### src/rtl/kmst_ram.sv
// Generic single-write, single-read RAM with registered read data.
module kmst_ram #(
    parameter int WIDTH = 8,
    parameter int DEPTH = 16
) (
    input  logic                     i_clk,
    input  logic                     i_wr_en,
    input  logic [$clog2(DEPTH)-1:0] i_wr_addr,
    input  logic [WIDTH-1:0]         i_wr_data,
    input  logic [$clog2(DEPTH)-1:0] i_rd_addr,
    output logic [WIDTH-1:0]         o_rd_data
);

    logic [WIDTH-1:0] r_mem [DEPTH];

    always_ff @(posedge i_clk) begin
        if (i_wr_en) begin
            r_mem[i_wr_addr] <= i_wr_data;
        end
        o_rd_data <= r_mem[i_rd_addr];
    end

endmodule

### config.mk
export PLATFORM = sky130hd
export DESIGN_NAME = kmst_ram
export DESIGN_NICKNAME = d
export VERILOG_FILES = /design/src/rtl/kmst_ram.sv
export SDC_FILE = /design/constraint.sdc
export NUM_CORES = 1
export LEC_CHECK = 0
export ABC_AREA = 1
export ABC_CLOCK_PERIOD_IN_PS = 2300
export BUFFER_PORTS_ARGS = -buffer_cell sky130_fd_sc_hd__buf_4
export CORE_MARGIN = 1
export CORE_UTILIZATION = 65
export CTS_CLUSTER_SIZE = 16
export DETAILED_ROUTE_END_ITERATION = 12
export PLACE_DENSITY = 0.84
export SLEW_MARGIN = 20
export SYNTH_ARGS = -nofsm -noshare
export SYNTH_HDL_FRONTEND = slang
export SYNTH_SLANG_ARGS = --single-unit
### constraint.sdc
create_clock -name i_clk -period 2.3 [get_ports i_clk]
set_input_delay 0.23 -clock i_clk [delete_from_list [all_inputs] [get_ports i_clk]]
set_output_delay 0.23 -clock i_clk [all_outputs]
set_load 0.05 [all_outputs]
* Word-level counts from Yosys, hierarchy flattened
Memories as Yosys holds them, arrays and structs flattened. A register that Yosys moved wholly into a read port is not among the register bits.
Index checks and enable logic that the tools add are counted.
Widths: inputs -> output; s select.
** Operators by class
- Mux-type cells :: 2
** Operators by type and width (number)
- $mux 1 :: 2
** Storage, ports and cells
- Flip-flop bits (word level) :: 0
- Logic and storage cells :: 3
- Memories :: 1
- Input bits :: 18
- RAM bits :: 128
- Output and inout bits :: 8
** Memory list
- r_mem :: words 16, width 8, read ports 1, clocked after memory_dff 1, wr ports 1, line 14 : logic [WIDTH-1:0] r_mem [DEPTH];

* Logic depth before layout (Yosys ltp)
- Depth in word-level cells :: 2
- Depth in mapped cells :: 8

* Worst setup path before layout
OpenSTA, ideal clock, no wires.
- Path kind :: input to register
- From :: input i_wr_addr[2]
- To :: memory r_mem[10][0], enable pin
- Stages :: 2
- Required time :: 1930 ps
- Setup time :: 370 ps
- Buffers on the path :: 0
- Data arrival time :: 811 ps
- Setup slack :: 1119 ps
- Cells stage by stage :: nand3b_1 -> nor2_1
** RTL lines
- from (decl) :: line 8 : input logic [$clog2(DEPTH)-1:0] i_wr_addr,
- to (decl) :: line 14
Straight into the memory's write port.

* Worst setup path in the final report
- From :: register o_rd_data[4] (read register of r_mem)
- To :: output o_rd_data[4]
** RTL lines
- from (decl) :: line 11 : output logic [WIDTH-1:0] o_rd_data
No word-level cell between the ends.

==> flow_summary.yaml <==
run_status:
  run_status: "completed"
clocking:
  clockBufferDepth: 2
  cts_tree: "done"
  post-cts-setup-buffers: 0
  cts_made_buffers: 17
  clock_latency_ns: 0.53
  clock_sinks: 136
  cts_root_buffer: "clkbuf_8"
  ctsHoldBuffers: 0
  cts_resized: 0
  clk_pin_slew_ns: 0.06
  ctsHtreeMaxLevel: 4
sta:
  worst_pin_slew_ns: 0.995
  maxSlewHeadroom_pct: 33.4
  hold_violations: 0
  max_freq_mhz: 755
  setup_viol: 0
  holdWs_ns: 0.0322
  skew_ns: 0.00707
  period_needed_ns: 1.33
  timing.final.crit_share_pct: 57.6
  finalSetupTns_ns: 0
  rsz0062_at_grt: "false"
  maxSlewViolCount: 0
cells_and_area:
  area_growth_syn_to_layout_pct: 14.0
  n_antenna_cell: 0
  final_nets: 592
  fill_cells: 470
  layout-drive-gt1-share_pct: 9.90
  final_cells: 691
  regArea_um2: 4000
  multi_input_area_um2: 1210
drt:
  wl_per_cell_um: 20.2
  dr.pass1.iters: 8
  ant_nets: 0
  totalWireLength_mm: 14.0
  drt_iter0_drc: 703
  remaining_drc_errors: 0
  avgViaCountPerCell: 6.02
  vias: 4157
synthesis:
  syn_nets: 569
  syn_area_per_cell_um2: 10.5
  yosysWarnings: 0
  syn_inst: 551
  netlist_area_um2: 5770
  synth_top_area_share_pct: 66.7
  yosys.area.top_type: "edfxtp_1"
  yosysUniqueCellTypes: 12
  ys_ff_latch: 136
  yosysSeqAreaShare_pct: 69.4
  synth_area_leaders: "edfxtp_1, nand2_1, nand3_1"
setup_path:
  r2r-end: "o_rd_data[7]$_DFF_P_"
  arrival_ns: 1.10
  crit_start: "o_rd_data[4]$_DFF_P_"
  r2r-start: "r_mem[0][7]$_DFFE_PP_"
  r2r_setup_slack_ns: 1.00
  endpoint_kind: "primary output"
  critPathTopFamily: "flip-flops"
  slowest_stage: "dfxtp_1"
  start_kind: "flip-flop"
  cp.depth: 1
  cp_cell_sequence: "buf_4"
  crit_buf_inv: 1
  path_max_fanout: 1
  r2r_cells: 6
  worstPathRequired_ns: 2.07
  slowest_delay_ns: 0.36
  crit_end: "o_rd_data[4]"
  crit_type: "reg -> out"
flow_run:
  maxCapViolations: 0
global_route:
  grt_pass1_vias: 3922
  track_usage_pct: 33.7
  gr-total-overflow: 0
  grt_pass1_wl_mm: 21.5
  grt_max_degree: 65
  antenna_found_initial: 0
placement:
  post-dp-hpwl_mm: 7.54
  routabilityCongestion: 0.858
  placed_cells: 660
  portBuffers: 25
die:
  die_w_um: 96.2
  dieArea_um2: 9250
  rows: 33
  core_area_um2: 8380
  start_util_pct: 68.8
  io_pins: 26
  die_h_um: 96.2
power_and_ir_drop:
  peakVddDrop_mv: 0.729
  cellPowerDensity_nw_per_um2: 924
  power_leakage_nw: 2.86
  p_total_mw: 6.07
hold_path:
  hold_class: "in -> reg"
## flip-flops by register name, indices dropped and copies added (netlist names)
signal and flops:
r_mem 128, o_rd_data 8
## report_power, final
| group | switching [mW] | leakage, nW | internal (mW) |
|---|---|---|---|
| clock network | 1.01 | 0.304 | 1.86 |
| registers | 0.0220 | 1.22 | 2.77 |
| logic | 0.301 | 1.33 | 0.108 |
| total | 1.33 | 2.86 | 4.74 |
## synth_stat cells, drive strengths merged
cell type  instances
inv              102
nand3             97
nor2              17
edfxtp           128
nand2            173
dfxtp              8
buf               24
nand3b             2
## metal layers
layer  GRT usage, %  up-vias  wire (µm)
met5              0        -          0
met4           15.0        0        605
met3           7.82       61       1510
met2           55.3      343       7000
met1           43.1     1935       4850
li1               -     1818          -
## cell families after synthesis
kind of cell | after synthesis | synth area share, %
and+or+nand+nor | 289 | 21.0
DFF | 136 | 69.4
buffers and inverters | 126 | 9.52
## metrics by stage
step / util, % / area [µm²] / worst slack, ns
finish: 78.4 / 6580 / 0.975
global route: 78.4 / 6580 / 0.950
CTS: 78.4 / 6580 / 0.964
detailed placement: 71.0 / 5950 / 0.641
global placement: 71.0 / 5950 / 0.640
floorplan: - / 5770 / 1.12
## worst min-delay path by stage
stage	start	endpoint	slack, ns	cells past startpoint
final	i_rd_addr[3]	o_rd_data[2]$_DFF_P_	0.03	3
after global routing	i_rd_addr[3]	o_rd_data[2]$_DFF_P_	0.03	3
after CTS	i_rd_addr[3]	o_rd_data[2]$_DFF_P_	0.009	3
after detailed placement	i_rd_addr[3]	o_rd_data[2]$_DFF_P_	0.55	3
after global placement	i_rd_addr[3]	o_rd_data[2]$_DFF_P_	0.55	3
after floorplan	i_wr_data[0]	r_mem[0][0]$_DFFE_PP_	0.33	0
## final cells by class
type	instances	area share (%)
flip-flops and latches	136	60.9
well taps	105	2.00
multi-input cells	289	18.5
inverters	102	5.82
clock buffers	18	6.36
repair buffers	28	3.39
clock inverters	13	3.08
## cell usage in the layout, fill, tap and decap left out, drive strengths merged
master / synthesis / layout
nand2: 173 / 173
edfxtp: 128 / 128
inv: 102 / 103
nand3: 97 / 97
buf: 24 / 28
clkbuf: 0 / 18
nor2: 17 / 17
dfxtp: 8 / 8
clkinv: 0 / 7
bufinv: 0 / 5
nand3b: 2 / 2
Note: power is estimated with default switching activity, not from simulation.
